--- config.mk ---
export PLATFORM = sky130hd
export DESIGN_NAME = multi_level_long_press_detector
export DESIGN_NICKNAME = d
export VERILOG_FILES = /design/src/rtl/mlpd_pkg.sv /design/src/rtl/mlpd_regs.sv /design/src/rtl/mlpd_core.sv /design/src/rtl/multi_level_long_press_detector.sv
export SDC_FILE = /design/constraint.sdc
export NUM_CORES = 1
export LEC_CHECK = 0
export CORE_ASPECT_RATIO = 0.9
export CORE_MARGIN = 3
export CORE_UTILIZATION = 25
export DETAILED_ROUTE_END_ITERATION = 10
export DONT_BUFFER_PORTS = 1
export GPL_TIMING_DRIVEN = 0
export HOLD_SLACK_MARGIN = 0.12
export PLACE_DENSITY_LB_ADDON = 0.08
export SLEW_MARGIN = 30
export SYNTH_ARGS = -nofsm -noshare
export SYNTH_HDL_FRONTEND = slang
export SYNTH_SLANG_ARGS = --single-unit
--- constraint.sdc ---
create_clock -name clk -period 12.5 [get_ports clk]
set_clock_uncertainty 0.1 [all_clocks]
set_input_delay 2.5 -clock clk [delete_from_list [all_inputs] [get_ports clk]]
set_output_delay 2.5 -clock clk [all_outputs]
set_load 0.01 [all_outputs]
--- src/rtl/mlpd_pkg.sv ---
// Shared types and constants of the multi-level long-press detector.
`default_nettype none

package mlpd_pkg;

    localparam int COUNT_WIDTH = 24;
    localparam int MAX_LEVELS  = 4;
    localparam int NUM_THRESH  = 4;
    localparam int DUR_W       = 24;
    localparam int LVL_W       = 3;
    localparam int THR_W       = 24;
    localparam int ADDR_W      = 5;
    localparam int DATA_W      = 32;

    // Highest level that can ever be in use.
    localparam int LEVEL_LIMIT = (MAX_LEVELS < NUM_THRESH) ? MAX_LEVELS : NUM_THRESH;

    // Register indexes
    localparam logic [2:0] REG_PRESSED_HIGH    = 3'd0;
    localparam logic [2:0] REG_LEVEL_COUNT     = 3'd1;
    localparam logic [2:0] REG_THRESHOLD_ONE   = 3'd2;
    localparam logic [2:0] REG_THRESHOLD_TWO   = 3'd3;
    localparam logic [2:0] REG_THRESHOLD_THREE = 3'd4;
    localparam logic [2:0] REG_THRESHOLD_FOUR  = 3'd5;

    localparam logic             PRESSED_HIGH_RESET = 1'b0;
    localparam logic [LVL_W-1:0] LEVEL_COUNT_RESET  = 3'd4;
    localparam logic [THR_W-1:0] THRESHOLD_ONE_RESET   = 24'd50;
    localparam logic [THR_W-1:0] THRESHOLD_TWO_RESET   = 24'd1000;
    localparam logic [THR_W-1:0] THRESHOLD_THREE_RESET = 24'd3000;
    localparam logic [THR_W-1:0] THRESHOLD_FOUR_RESET  = 24'd6000;

    typedef struct packed {
        logic                              pressed_high;
        logic [LVL_W-1:0]                  level_count;
        logic [NUM_THRESH-1:0][THR_W-1:0]  threshold;
    } cfg_t;

endpackage

`default_nettype wire

--- src/rtl/mlpd_regs.sv ---
// APB configuration registers of the long-press detector.
`default_nettype none

module mlpd_regs (
    input  wire logic                          clk,
    input  wire logic                          rst_n,
    input  wire logic                          psel,
    input  wire logic                          penable,
    input  wire logic                          pwrite,
    input  wire logic [mlpd_pkg::ADDR_W-1:0]   paddr,
    input  wire logic [mlpd_pkg::DATA_W-1:0]   pwdata,
    output logic      [mlpd_pkg::DATA_W-1:0]   prdata,
    output logic                               pready,
    output mlpd_pkg::cfg_t                     cfg
);

    mlpd_pkg::cfg_t cfg_reg;
    logic           wr_en;
    logic [2:0]     reg_idx;

    assign pready  = 1'b1;
    assign wr_en   = psel && penable && pwrite;
    assign reg_idx = paddr[4:2];
    assign cfg     = cfg_reg;

    always_ff @(posedge clk or negedge rst_n)
    begin
        if (!rst_n)
        begin
            cfg_reg.pressed_high <= mlpd_pkg::PRESSED_HIGH_RESET;
            cfg_reg.level_count  <= mlpd_pkg::LEVEL_COUNT_RESET;
            cfg_reg.threshold[0] <= mlpd_pkg::THRESHOLD_ONE_RESET;
            cfg_reg.threshold[1] <= mlpd_pkg::THRESHOLD_TWO_RESET;
            cfg_reg.threshold[2] <= mlpd_pkg::THRESHOLD_THREE_RESET;
            cfg_reg.threshold[3] <= mlpd_pkg::THRESHOLD_FOUR_RESET;
        end
        else if (wr_en)
        begin
            case (reg_idx)
                mlpd_pkg::REG_PRESSED_HIGH:    cfg_reg.pressed_high <= pwdata[0];
                mlpd_pkg::REG_LEVEL_COUNT:
                    cfg_reg.level_count <= pwdata[mlpd_pkg::LVL_W-1:0];
                mlpd_pkg::REG_THRESHOLD_ONE:
                    cfg_reg.threshold[0] <= pwdata[mlpd_pkg::THR_W-1:0];
                mlpd_pkg::REG_THRESHOLD_TWO:
                    cfg_reg.threshold[1] <= pwdata[mlpd_pkg::THR_W-1:0];
                mlpd_pkg::REG_THRESHOLD_THREE:
                    cfg_reg.threshold[2] <= pwdata[mlpd_pkg::THR_W-1:0];
                mlpd_pkg::REG_THRESHOLD_FOUR:
                    cfg_reg.threshold[3] <= pwdata[mlpd_pkg::THR_W-1:0];
                default: ;
            endcase
        end
    end

    always_comb
    begin
        prdata = '0;
        case (reg_idx)
            mlpd_pkg::REG_PRESSED_HIGH:    prdata[0] = cfg_reg.pressed_high;
            mlpd_pkg::REG_LEVEL_COUNT:
                prdata[mlpd_pkg::LVL_W-1:0] = cfg_reg.level_count;
            mlpd_pkg::REG_THRESHOLD_ONE:
                prdata[mlpd_pkg::THR_W-1:0] = cfg_reg.threshold[0];
            mlpd_pkg::REG_THRESHOLD_TWO:
                prdata[mlpd_pkg::THR_W-1:0] = cfg_reg.threshold[1];
            mlpd_pkg::REG_THRESHOLD_THREE:
                prdata[mlpd_pkg::THR_W-1:0] = cfg_reg.threshold[2];
            mlpd_pkg::REG_THRESHOLD_FOUR:
                prdata[mlpd_pkg::THR_W-1:0] = cfg_reg.threshold[3];
            default: prdata = '0;
        endcase
    end

endmodule

`default_nettype wire

--- src/rtl/mlpd_core.sv ---
// Press timing state, level tracking and result register of the detector.
`default_nettype none

module mlpd_core (
    input  wire logic                             clk,
    input  wire logic                             rst_n,
    input  wire mlpd_pkg::cfg_t                   cfg,
    input  wire logic                             in_valid,
    output logic                                  in_ready,
    input  wire logic                             pin_level,
    output logic                                  out_valid,
    input  wire logic                             out_ready,
    output logic                                  release_seen,
    output logic      [mlpd_pkg::DUR_W-1:0]       press_duration,
    output logic      [mlpd_pkg::LVL_W-1:0]       release_level,
    output logic      [mlpd_pkg::LVL_W-1:0]       present_level,
    output logic                                  pressed_now,
    output logic                                  top_level_reached
);

    localparam int WIDE = mlpd_pkg::COUNT_WIDTH + mlpd_pkg::DUR_W + 1;
    localparam logic [mlpd_pkg::COUNT_WIDTH-1:0] COUNT_MAX = '1;
    localparam logic [WIDE-1:0] COUNT_MAX_W = WIDE'(COUNT_MAX);
    localparam logic [WIDE-1:0] DUR_MAX_W   = WIDE'({mlpd_pkg::DUR_W{1'b1}});
    localparam logic [mlpd_pkg::LVL_W-1:0] LEVEL_LIMIT_L =
        mlpd_pkg::LVL_W'(mlpd_pkg::LEVEL_LIMIT);

    logic                                last_pin_reg,  last_pin_next;
    logic                                timing_reg,    timing_next;
    logic [mlpd_pkg::COUNT_WIDTH-1:0]    elapsed_reg,   elapsed_next;
    logic [mlpd_pkg::LVL_W-1:0]          level_reg,     level_next;
    logic                                top_note_reg,  top_note_next;
    logic                                out_valid_reg;

    logic                                rel_reg,   rel_next;
    logic [mlpd_pkg::DUR_W-1:0]          dur_reg,   dur_next;
    logic [mlpd_pkg::LVL_W-1:0]          rlev_reg,  rlev_next;
    logic [mlpd_pkg::LVL_W-1:0]          plev_reg;
    logic                                press_reg, press_next;
    logic                                top_reg,   top_next;

    logic                                accept;
    logic                                pressed;
    logic                                pin_edge;
    logic [mlpd_pkg::LVL_W-1:0]          n_active;
    logic [mlpd_pkg::LVL_W-1:0]          cand;
    logic [WIDE-1:0]                     dur_wide;

    assign in_ready = !out_valid_reg || out_ready;
    assign accept   = in_valid && in_ready;
    assign pressed  = (pin_level == cfg.pressed_high);
    assign pin_edge = (pin_level != last_pin_reg);
    assign n_active = (cfg.level_count > LEVEL_LIMIT_L) ? LEVEL_LIMIT_L : cfg.level_count;

    always_comb
    begin
        last_pin_next = last_pin_reg;
        timing_next   = timing_reg;
        elapsed_next  = elapsed_reg;
        level_next    = level_reg;
        top_note_next = top_note_reg;
        rel_next      = 1'b0;
        dur_next      = '0;
        rlev_next     = '0;
        press_next    = pressed;
        top_next      = 1'b0;
        cand          = '0;

        // elapsed + 1 capped by the counter and by the output field
        dur_wide = WIDE'(elapsed_reg) + WIDE'(1);
        if (dur_wide > COUNT_MAX_W)
            dur_wide = COUNT_MAX_W;
        if (dur_wide > DUR_MAX_W)
            dur_wide = DUR_MAX_W;

        if (pin_edge)
        begin
            last_pin_next = pin_level;
            if (pressed)
            begin
                timing_next   = 1'b1;
                elapsed_next  = '0;
                level_next    = '0;
                top_note_next = 1'b0;
            end
            else if (timing_reg)
            begin
                rel_next      = 1'b1;
                dur_next      = mlpd_pkg::DUR_W'(dur_wide);
                rlev_next     = level_reg;
                timing_next   = 1'b0;
                elapsed_next  = '0;
                level_next    = '0;
                top_note_next = 1'b0;
            end
        end
        else if (pressed && timing_reg && (elapsed_reg != COUNT_MAX))
        begin
            elapsed_next = elapsed_reg + 1'b1;
        end

        // ascending scan: the largest matching index wins
        for (int i = 0; i < mlpd_pkg::NUM_THRESH; i++)
        begin
            if ((mlpd_pkg::LVL_W'(i + 1) <= n_active) &&
                (elapsed_next >= mlpd_pkg::COUNT_WIDTH'(cfg.threshold[i])))
                cand = mlpd_pkg::LVL_W'(i + 1);
        end

        if (!rel_next && pressed && timing_next)
        begin
            if (cand > level_next)
                level_next = cand;
            if ((level_next == n_active) && !top_note_next)
            begin
                top_note_next = 1'b1;
                top_next      = 1'b1;
            end
        end
    end

    always_ff @(posedge clk or negedge rst_n)
    begin
        if (!rst_n)
        begin
            last_pin_reg  <= !mlpd_pkg::PRESSED_HIGH_RESET;
            timing_reg    <= 1'b0;
            elapsed_reg   <= '0;
            level_reg     <= '0;
            top_note_reg  <= 1'b0;
            out_valid_reg <= 1'b0;
        end
        else
        begin
            if (accept)
            begin
                last_pin_reg <= last_pin_next;
                timing_reg   <= timing_next;
                elapsed_reg  <= elapsed_next;
                level_reg    <= level_next;
                top_note_reg <= top_note_next;
            end
            if (accept)
                out_valid_reg <= 1'b1;
            else if (out_ready)
                out_valid_reg <= 1'b0;
        end
    end

    always_ff @(posedge clk)
    begin
        if (accept)
        begin
            rel_reg   <= rel_next;
            dur_reg   <= dur_next;
            rlev_reg  <= rlev_next;
            plev_reg  <= level_next;
            press_reg <= press_next;
            top_reg   <= top_next;
        end
    end

    assign out_valid         = out_valid_reg;
    assign release_seen      = rel_reg;
    assign press_duration    = dur_reg;
    assign release_level     = rlev_reg;
    assign present_level     = plev_reg;
    assign pressed_now       = press_reg;
    assign top_level_reached = top_reg;

endmodule

`default_nettype wire

--- src/rtl/multi_level_long_press_detector.sv ---
// An accepted tick's result is in the output register from the cycle after it is accepted.
// Throughput: one tick per cycle; the output register takes a new result in the
// same cycle the previous one is taken, so only a stalled output holds the input.
// Reset (rst_n, async, active low): registers return to their documented values,
// the pin history to the released level, and no result is pending.
// Top level of the multi-level long-press detector.
`default_nettype none

module multi_level_long_press_detector (
    input  wire logic                          clk,
    input  wire logic                          rst_n,
    input  wire logic                          psel,
    input  wire logic                          penable,
    input  wire logic                          pwrite,
    input  wire logic [mlpd_pkg::ADDR_W-1:0]   paddr,
    input  wire logic [mlpd_pkg::DATA_W-1:0]   pwdata,
    output logic      [mlpd_pkg::DATA_W-1:0]   prdata,
    output logic                               pready,
    input  wire logic                          in_valid,
    output logic                               in_ready,
    input  wire logic                          pin_level,
    output logic                               out_valid,
    input  wire logic                          out_ready,
    output logic                               release_seen,
    output logic      [mlpd_pkg::DUR_W-1:0]    press_duration,
    output logic      [mlpd_pkg::LVL_W-1:0]    release_level,
    output logic      [mlpd_pkg::LVL_W-1:0]    present_level,
    output logic                               pressed_now,
    output logic                               top_level_reached
);

    mlpd_pkg::cfg_t cfg;

    mlpd_regs u_regs (
        .clk     (clk),
        .rst_n   (rst_n),
        .psel    (psel),
        .penable (penable),
        .pwrite  (pwrite),
        .paddr   (paddr),
        .pwdata  (pwdata),
        .prdata  (prdata),
        .pready  (pready),
        .cfg     (cfg)
    );

    mlpd_core u_core (
        .clk               (clk),
        .rst_n             (rst_n),
        .cfg               (cfg),
        .in_valid          (in_valid),
        .in_ready          (in_ready),
        .pin_level         (pin_level),
        .out_valid         (out_valid),
        .out_ready         (out_ready),
        .release_seen      (release_seen),
        .press_duration    (press_duration),
        .release_level     (release_level),
        .present_level     (present_level),
        .pressed_now       (pressed_now),
        .top_level_reached (top_level_reached)
    );

`ifndef ASSERT_OFF
    // a reported release always leaves the level cleared
    a_release_clears: assert property (@(posedge clk) disable iff (!rst_n)
        (out_valid && release_seen) |-> (present_level == '0 && !top_level_reached))
        else $error("release result with level not cleared");

    // duration and release level fields are zero unless a release is reported
    a_idle_fields: assert property (@(posedge clk) disable iff (!rst_n)
        (out_valid && !release_seen) |-> (press_duration == '0 && release_level == '0))
        else $error("release fields set without release");

    // top pulse only while pressed
    a_top_pressed: assert property (@(posedge clk) disable iff (!rst_n)
        (out_valid && top_level_reached) |-> pressed_now)
        else $error("top level pulse while not pressed");

    // a result is held until taken, so input stalls only behind it
    a_stall_cause: assert property (@(posedge clk) disable iff (!rst_n)
        !in_ready |-> (out_valid && !out_ready))
        else $error("input stalled without a pending result");
`endif

endmodule

`default_nettype wire

Word-level counts from Yosys, hierarchy flattened
Cells that the tools add are included.

Register bits: 164. Input bits: 45. Output and inout bits: 68.

Add/subtract/negate cells: 2. Magnitude comparators: 12. Equal/unequal tests: 9. Mux-type cells: 33. Bitwise logic cells: 2. Reduce and logical (&&, ||, !) cells: 26.

Operators by type and width (count): $mux W24 (5); $ge A24 B24 Y1 (4); $pmux W21 S4 (1); $gt A49 B24 Y1 const B (1); $add A24 B1 Y25 const B (1); $gt A25 B24 Y1 const B (1); $mux W25 (1); $add A24 B1 Y24 const B (1); $mux W3 (8); $ne A24 B24 Y1 const B (1); $mux W1 (14); $reduce_and A2 Y1 (7); $logic_and A1 B1 Y1 (12); $pmux W2 S5 (1); $eq A3 B2 Y1 const B (2); $eq A3 B3 Y1 const B (2); $le A2 B3 Y1 const A (2); $pmux W1 S6 (1); $mux W2 (2); $eq A3 B1 Y1 const B (1); $eq A3 B3 Y1 (1); $gt A3 B3 Y1 (1); $gt A3 B3 Y1 const B (1); $le A1 B3 Y1 const A (1); other kinds (9) (12).

Longest topological paths before layout
Gate-level depths: netlist (run 1).

Depth in word-level cells: 18. Gate-level depth with buffers: 30. Mapped depth without buffers: 28.

By module
Synthesis (run 1) repeated with hierarchy kept, for this count alone.

Cells, all modules: 1085. Area total of the unflattened synthesis: 11003.1 um^2.

Modules (own cells, without submodules): mlpd_core (instances 1, cells an instance 760, area each 6249.7 um^2, seq. area each 1767.9 um^2); mlpd_regs (instances 1, cells an instance 325, area each 4753.3 um^2, seq. area each 2532.4 um^2).

Worst setup path before layout (run 1)
OpenSTA, ideal clock, no wires.

Path kind: input to register. From: in pin_level. To: reg u_core.top_reg (netlist: u_core.top_level_reached), data pin. Setup time: 0.273 ns. Arrival: 7.564 ns. Path slack: 4.562 ns. Cell stages on the path: 22. Path buffers: 1. Cells stage by stage: xor2_1 a31oi_1 nand3_1 clkbuf_1 o41ai_1 ha_1 o21a_1 o21a_1 o311a_1 a22o_1 o21a_1 a221oi_1 ha_1 nor2b_1 o21ai_0 a31oi_1 o211a_1 and3b_1 nor2b_1 a311o_1 a32oi_1 a21oi_1.

Cells in the longest elaborated chain, start to end: 17.

RTL lines: start, declared (line multi_level_long_press_detector.sv:21) `input wire logic pin_level,`; $eq A1 B1 Y1 (line mlpd_core.sv:51) `assign pressed = (pin_level == cfg.pressed_high);`; $logic_and A1 B1 Y1 (2 in series) (line mlpd_core.sv:97) `else if (pressed && timing_reg && (elapsed_reg != COUNT_MAX))`; $mux W24 (line mlpd_core.sv:97); $mux W24 * (line mlpd_core.sv:76) `if (pin_edge)`; net u_core.elapsed_next, one bit (line mlpd_core.sv:30) `logic [mlpd_pkg::COUNT_WIDTH-1:0] elapsed_reg, elapsed_next;`; $ge A24 B24 Y1 (line mlpd_core.sv:106) `(elapsed_next >= mlpd_pkg::COUNT_WIDTH'(cfg.threshold[i])))`; $logic_and A1 B1 Y1 (line mlpd_core.sv:105) `if ((mlpd_pkg::LVL_W'(i + 1) <= n_active) &&`; $mux W1 (line mlpd_core.sv:105); $mux W2 (2 in series) (line mlpd_core.sv:105); $mux W3 * (line mlpd_core.sv:105); $gt A3 B3 Y1 (line mlpd_core.sv:112) `if (cand > level_next)`; $mux W3 * (line mlpd_core.sv:112); $mux W3 * (line mlpd_core.sv:110) `if (!rel_next && pressed && timing_next)`; $eq A3 B3 Y1 * (line mlpd_core.sv:114) `if ((level_next == n_active) && !top_note_next)`; $logic_and A1 B1 Y1 * (line mlpd_core.sv:114); $mux W1 * (line mlpd_core.sv:114); end signal, assigned (line mlpd_core.sv:159) `top_reg <= top_next;`; end, declared (line mlpd_core.sv:40) `logic top_reg, top_next;`.

The timed path passes the listed nets; every way through them passes the cells marked *. The select of a mux whose other input is x is not followed. A chain may end at the register's enable or synchronous reset.

Final worst setup path (run 1)
Same ends and word-level chain as after synthesis.

==> results of run 1 <==
## synthesized netlist by cell type (all sizes together), types with 8 or more instances
cell    count
inv       109
a21oi      72
nand2     180
buf        26
a21o       10
nor2b       8
nor2       38
nand4      19
edfxtp     33
nand2b     12
dfrtp     106
o221ai     25
xor2       11
clkbuf     46
o21ai     167
mux2       10
ha        101
dfstp      25
xnor2      13
nor3       13
a22oi      25
o31ai      19
nand3      17
## path summary, 6_finish.rpt
kind                                                 end  slack [ns]  depth (start not counted)
worst min-delay path                 u_core.last_pin_reg        0.38                          2
max in group asynchronous            u_core.last_pin_reg       10.39                          0
min in group asynchronous                 u_regs.cfg[38]        1.64                          0
worst max-delay path            u_core.top_level_reached        2.51                         23
worst max register to register  u_core.top_level_reached        3.45                         25
worst min register to register       u_core.last_pin_reg        0.38                          2
## where the power goes
| group | leakage (nW) | switching [mW] | internal [mW] |
|---|---|---|---|
| Sequential | 1.87 | 0.0464 | 0.646 |
| Combinational | 2.92 | 0.237 | 0.113 |
| Clock | 0.297 | 0.242 | 0.323 |
| Total | 5.09 | 0.525 | 1.08 |
## per-layer routing
metal | GRT usage (%) | up-vias | part of all wire, %
met5 | 0 | - | 0
li1 | - | 4196 | -
met2 | 26.11 | 148 | 44
met4 | 3.882 | 0 | 1.3
met3 | 3.699 | 26 | 4.2
met1 | 24.50 | 4172 | 50
## area by class of cell
type                    count  share of cell area (%)
plain buffers              73                   3.531
clock buffers              23                   4.183
clock inverters             9                  0.9669
inverters                 110                   3.468
multi-input cells         833                   46.01
flip-flops and latches    164                   36.12
well taps                 540                   5.675
repair buffers              1                 0.04204
## kinds of logic after synthesis
logic type	Yosys count	share of synthesized area, %
buf+inv	183	7.866
xor+xnor	24	1.993
fa+ha+maj	101	11.98
mux	15	1.543
compound gates	364	21.27
other cells	2	0.07122
simple gates	320	14.49
flops	164	40.78
## critical path: cells and delay by family
kind                     cells  cell delay, ns
AO/OA/AOI/OAI               13            4.34
XOR/XNOR                     1            0.24
adder cells (fa/ha/maj)      2            0.63
buffers and inverters        2            0.75
AND/OR/NAND/NOR              5            1.62
==> results.cfg, run 1 <==
[detailed_routing]
drtIter0Drc = 550
drc_errors = 0
num_vias = 8542
wl_per_cell_um = 21.59
routed_wl_mm = 37.84
ant_nets = 0
first_pass_iters = 5
vias_per_cell = 4.873

[layout]
n_antenna_cell = 0
area_growth_pct = 12.90
seq_area_um2 = 4300
fin_area_um2 = 11910
final_common_cell = nand2_1
drive_above_1_share_pct = 10.80
final_nets = 1346
n_fill_cell = 4390
final_cells = 1753
layout_common_cells = 178 x nand2_1, 165 x o21ai_0, 109 x inv_1, 106 x dfrtp_1, 101 x ha_1
multi_input_area_um2 = 5478
final_core_util_pct = 28.92
largest_reg_flops = 100

[critical_path]
crit_chain = xor2_1, a31oi_1, nand3_1, clkbuf_1, clkbuf_1, o31ai_1, ha_1, nand4_1, nor4_1, nand4_1, o22ai_1, o31ai_1, a221oi_1, ha_1, nor2b_1, o21ai_0, a32o_1, a21oi_1, o221ai_1, a211oi_1, a311o_1, a32oi_1, a21oi_1
path_class = in -> reg
worstPathArrival_ns = 10.07
worstReg2RegStart = u_core.elapsed_reg[1]
start_kind = input port
crit_start = pin_level
cp.required_ns = 12.58
cp_slowest_cell = o31ai_1
worst_setup_path_end_kind = register
crit_fanout = 10
crit_path_max_incr_delay_ns = 0.90

[clock_tree]
ctsHoldBuffers = 0
cts_buffers = 17
h-tree-depth = 4
post-cts-setup-buffer-count = 0
ctsResizeCount = 0
cts_sinks = 164
clock-root-buffer = clkbuf_16
clk_pin_slew_ns = 0.06
cts_max_path_buffers = 2
cts_tree = yes
insertion_delay_ns = 0.46

[placed_design]
postPlaceCellArea_um2 = 11280
port_buffers = 0
place_congestion = 0.7882
placed_cells = 1721
hpwl_mm = 28.67
dpl_worst_slack_ns = 2.013

[global_routing]
grt_usage_pct = 17.03
grt_max_degree = 132
antenna_found_initial = 0
grt.overflow.total = 0
grt_pass1_vias = 8577
grt_pass1_wl_mm = 56.71

[timing]
tightest_slew_ns = 0.9890
holdWs_ns = 0.3835
slew-limit-headroom_pct = 33.37
post-route-min-period_ns = 9.990
slew_violations = 0
fmax_mhz = 100.1
hold_viol = 0
period_share_pct = 79.92
worst_slack_ns = 2.510
setup_tns_ns = 0
setup_violations = 0
rsz0062_at_grt = false

[logic_synthesis]
netlist_top_cells_area = dfrtp_1 25%, ha_1 12%, edfxtp_1 9.4%
syn_avg_cell_area_um2 = 8.990
synth_top_area_cell = dfrtp_1
ys_ff_latch = 164
ys_async_sr_fraction_pct = 79.88
synth_edf_count = 33
yosys_most_used_dff = dfrtp_1
yosysWarnings = 0
netlist.area_leader.share_pct = 25.15
syn_inst = 1173
synth_cell_types = 76
syn_area_um2 = 10550
synth_seq_area_share_pct = 40.78

[outcome]
status = completed

[pwr]
total_power_mw = 1.608
cellPowerDensity_nw_per_um2 = 135.1
max-vdd-ir-drop_mv = 0.09471
leakage_nw = 5.089

[floorplan]
dieWidth_um = 222.5
die_y_um = 200.8
start_util_pct = 25.62
die_area_um2 = 44680
fp.coreArea_um2 = 41160
rows = 70
pin_count = 113

[run]
drv_cap = 0

[hold_path]
hold_start = u_core.last_pin_reg
hold_class = reg -> reg
Note: power is estimated with default switching activity, not from simulation.
==> inputs of run 2 (changes only) <==
--- a/config.mk
+++ b/config.mk
@@ -5,6 +5,7 @@
 export SDC_FILE = /design/constraint.sdc
 export NUM_CORES = 1
 export LEC_CHECK = 0
+export ABC_AREA = 1
 export CORE_ASPECT_RATIO = 0.9
 export CORE_MARGIN = 3
 export CORE_UTILIZATION = 25
==> constraint.sdc (replaced) <==
create_clock -name clk -period 8.24 [get_ports clk]
set_clock_uncertainty 0.1 [all_clocks]
set_input_delay 1.648 -clock clk [delete_from_list [all_inputs] [get_ports clk]]
set_output_delay 1.648 -clock clk [all_outputs]
set_load 0.01 [all_outputs]
==> results.cfg, run 2 <==
[global_routing]
grt_usage_pct = 17.95
grt_pass1_vias = 9237
antenna_found_initial = 0
grt_pass1_wl_mm = 60.46
grt.overflow.total = 0
grt_max_degree = 132

[layout]
drive_above_1_share_pct = 6.044
final_common_cell = nand2_1
n_antenna_cell = 0
largest_reg_flops = 100
final_nets = 1589
layout_common_cells = 382 x nand2_1, 233 x inv_1, 150 x o21ai_0, 106 x dfrtp_1, 101 x ha_1
n_fill_cell = 4678
final_cells = 2003
area_growth_pct = 12.34

[timing]
hold_viol = 0
period_share_pct = 75.47
post-route-min-period_ns = 6.219
worst_slack_ns = 2.021
setup_tns_ns = 0
rsz0062_at_grt = false
slew-limit-headroom_pct = 32.27
fmax_mhz = 160.8
setup_violations = 0
slew_violations = 0
holdWs_ns = 0.3762
tightest_slew_ns = 1.016

[pwr]
max-vdd-ir-drop_mv = 0.1418
cellPowerDensity_nw_per_um2 = 278.6
leakage_nw = 5.660

[critical_path]
cp_slowest_cell = a21oi_1
cp.required_ns = 8.45
worstPathArrival_ns = 6.43
crit_fanout = 10
worst_setup_path_end_kind = register
start_kind = input port
path_common_cell = nand2_1
path_class = in -> reg
crit_path_max_incr_delay_ns = 0.66

[clock_tree]
h-tree-depth = 4
clock-root-buffer = clkbuf_16
cts_tree = yes
ctsHoldBuffers = 0
cts_max_path_buffers = 2
cts_sinks = 164
insertion_delay_ns = 0.46
post-cts-setup-buffer-count = 0
ctsResizeCount = 0
cts_buffers = 17
clk_pin_slew_ns = 0.07

[detailed_routing]
wl_met1_mm = 19.58
wl_per_cell_um = 19.94
met3_length_mm = 1.631
ant_nets = 0
vias_per_cell = 4.646
met2_length_mm = 18.20
first_pass_iters = 5
top_layer = met4
drc_errors = 0
routed_wl_mm = 39.94
drtIter0Drc = 504
num_vias = 9306

[logic_synthesis]
synth.most_common_cell = nand2_1
synth_seq_area_share_pct = 39.97
ys_async_sr_fraction_pct = 79.88
yosysWarnings = 0
syn_area_um2 = 10760
netlist_top_cells_area = dfrtp_1 25%, nand2_1 13%, ha_1 12%
syn_avg_cell_area_um2 = 7.594
synth_edf_count = 33
yosys_most_used_dff = dfrtp_1
netlist.area_leader.share_pct = 24.65
synth_top_area_cell = dfrtp_1
synth_cell_types = 42
synth_common_cells = 382 x nand2_1, 233 x inv_1, 152 x o21ai_0
syn_inst = 1417
ys_ff_latch = 164

[placed_design]
dpl_worst_slack_ns = 1.448
hpwl_mm = 30.67
port_buffers = 0
place_congestion = 0.8642
placed_cells = 1971

[floorplan]
pin_count = 113
fp.coreArea_um2 = 42110
die_area_um2 = 45570
rows = 71
die_y_um = 202.8
dieWidth_um = 224.7
start_util_pct = 25.55

[run]
drv_cap = 0

[hold_path]
hold_class = reg -> reg

[outcome]
status = completed
## run 2: cell types whose count changed in the layout (fill, tap and decap cells not counted), sizes merged, moves of 11 or more
cell	delta
nand3	+13
clkbuf	-13
a21oi	+20
xnor2	-11
inv	+125
o21ai	-14
nor2	+44
nand2	+203
o31ai	-18
nand2b	-12
## run 2: final timing paths
check | start | end | slack (ns) | cells after the start
worst max register to register | u_core.elapsed_reg[1] | u_core.top_level_reached | 2.30 | 35
worst max-delay path | pin_level | u_core.top_level_reached | 2.02 | 30
max in group asynchronous | rst_n | u_regs.cfg[98] | 7.00 | 0
worst min-delay path | u_core.last_pin_reg | u_core.last_pin_reg | 0.38 | 2
min in group asynchronous | rst_n | u_regs.cfg[62] | 0.78 | 0
worst min register to register | u_core.last_pin_reg | u_core.last_pin_reg | 0.38 | 2
## run 2: where the power goes
part | leakage [nW] | total (mW) | switching [mW] | internal, mW
Sequential | 1.93 | 1.15 | 0.134 | 1.02
Clock | 0.297 | 0.853 | 0.374 | 0.479
Combinational | 3.43 | 1.36 | 0.925 | 0.438
## run 2: metrics by stage
stage / cell area, um2 / total power [mW] / util [%]
global placement: 11470 / 2.529 / 27.24
global route: 12090 / 3.683 / 28.71
detailed placement: 11480 / 2.545 / 27.27
CTS: 12090 / 3.416 / 28.71
finish: 12090 / 3.368 / 28.71
floorplan: 10790 / 2.084 / -
## run 2: final cells by class
type	instances	area (um2)	area share, %
Sequential cell	164	4300	35.58
Clock buffer	17	425.4	3.519
Inverter	237	889.6	7.360
Multi-Input combinational cell	967	5341	44.19
Clock inverter	15	180.2	1.491
Buffer	56	266.5	2.205
Tap cell	547	684.4	5.662
## run 2: cells by family after synthesis
kind of cell / after synthesis / share of synthesized area (%)
adder cells (fa/ha/maj): 101 / 11.74
AO/OA/AOI/OAI: 315 / 16.74
AND/OR/NAND/NOR: 529 / 19.72
flip-flops: 164 / 39.97
XOR/XNOR: 13 / 1.058
buffers and inverters: 293 / 10.70
other: 2 / 0.06979
## run 2: worst max-delay path: cells and delay by family
family,cells,cell delay (ns)
adder cells (fa/ha/maj),2,0.66
AO/OA/AOI/OAI,4,1.19
buffers and inverters,4,0.68
XOR/XNOR,1,0.19
AND/OR/NAND/NOR,19,2.06
## run 2: metal layers
layer	GRT usage, %	up-vias
li1	-	4657
met1	25.05	4468
met2	28.44	148
met3	4.005	33
met4	4.017	0
met5	0	-
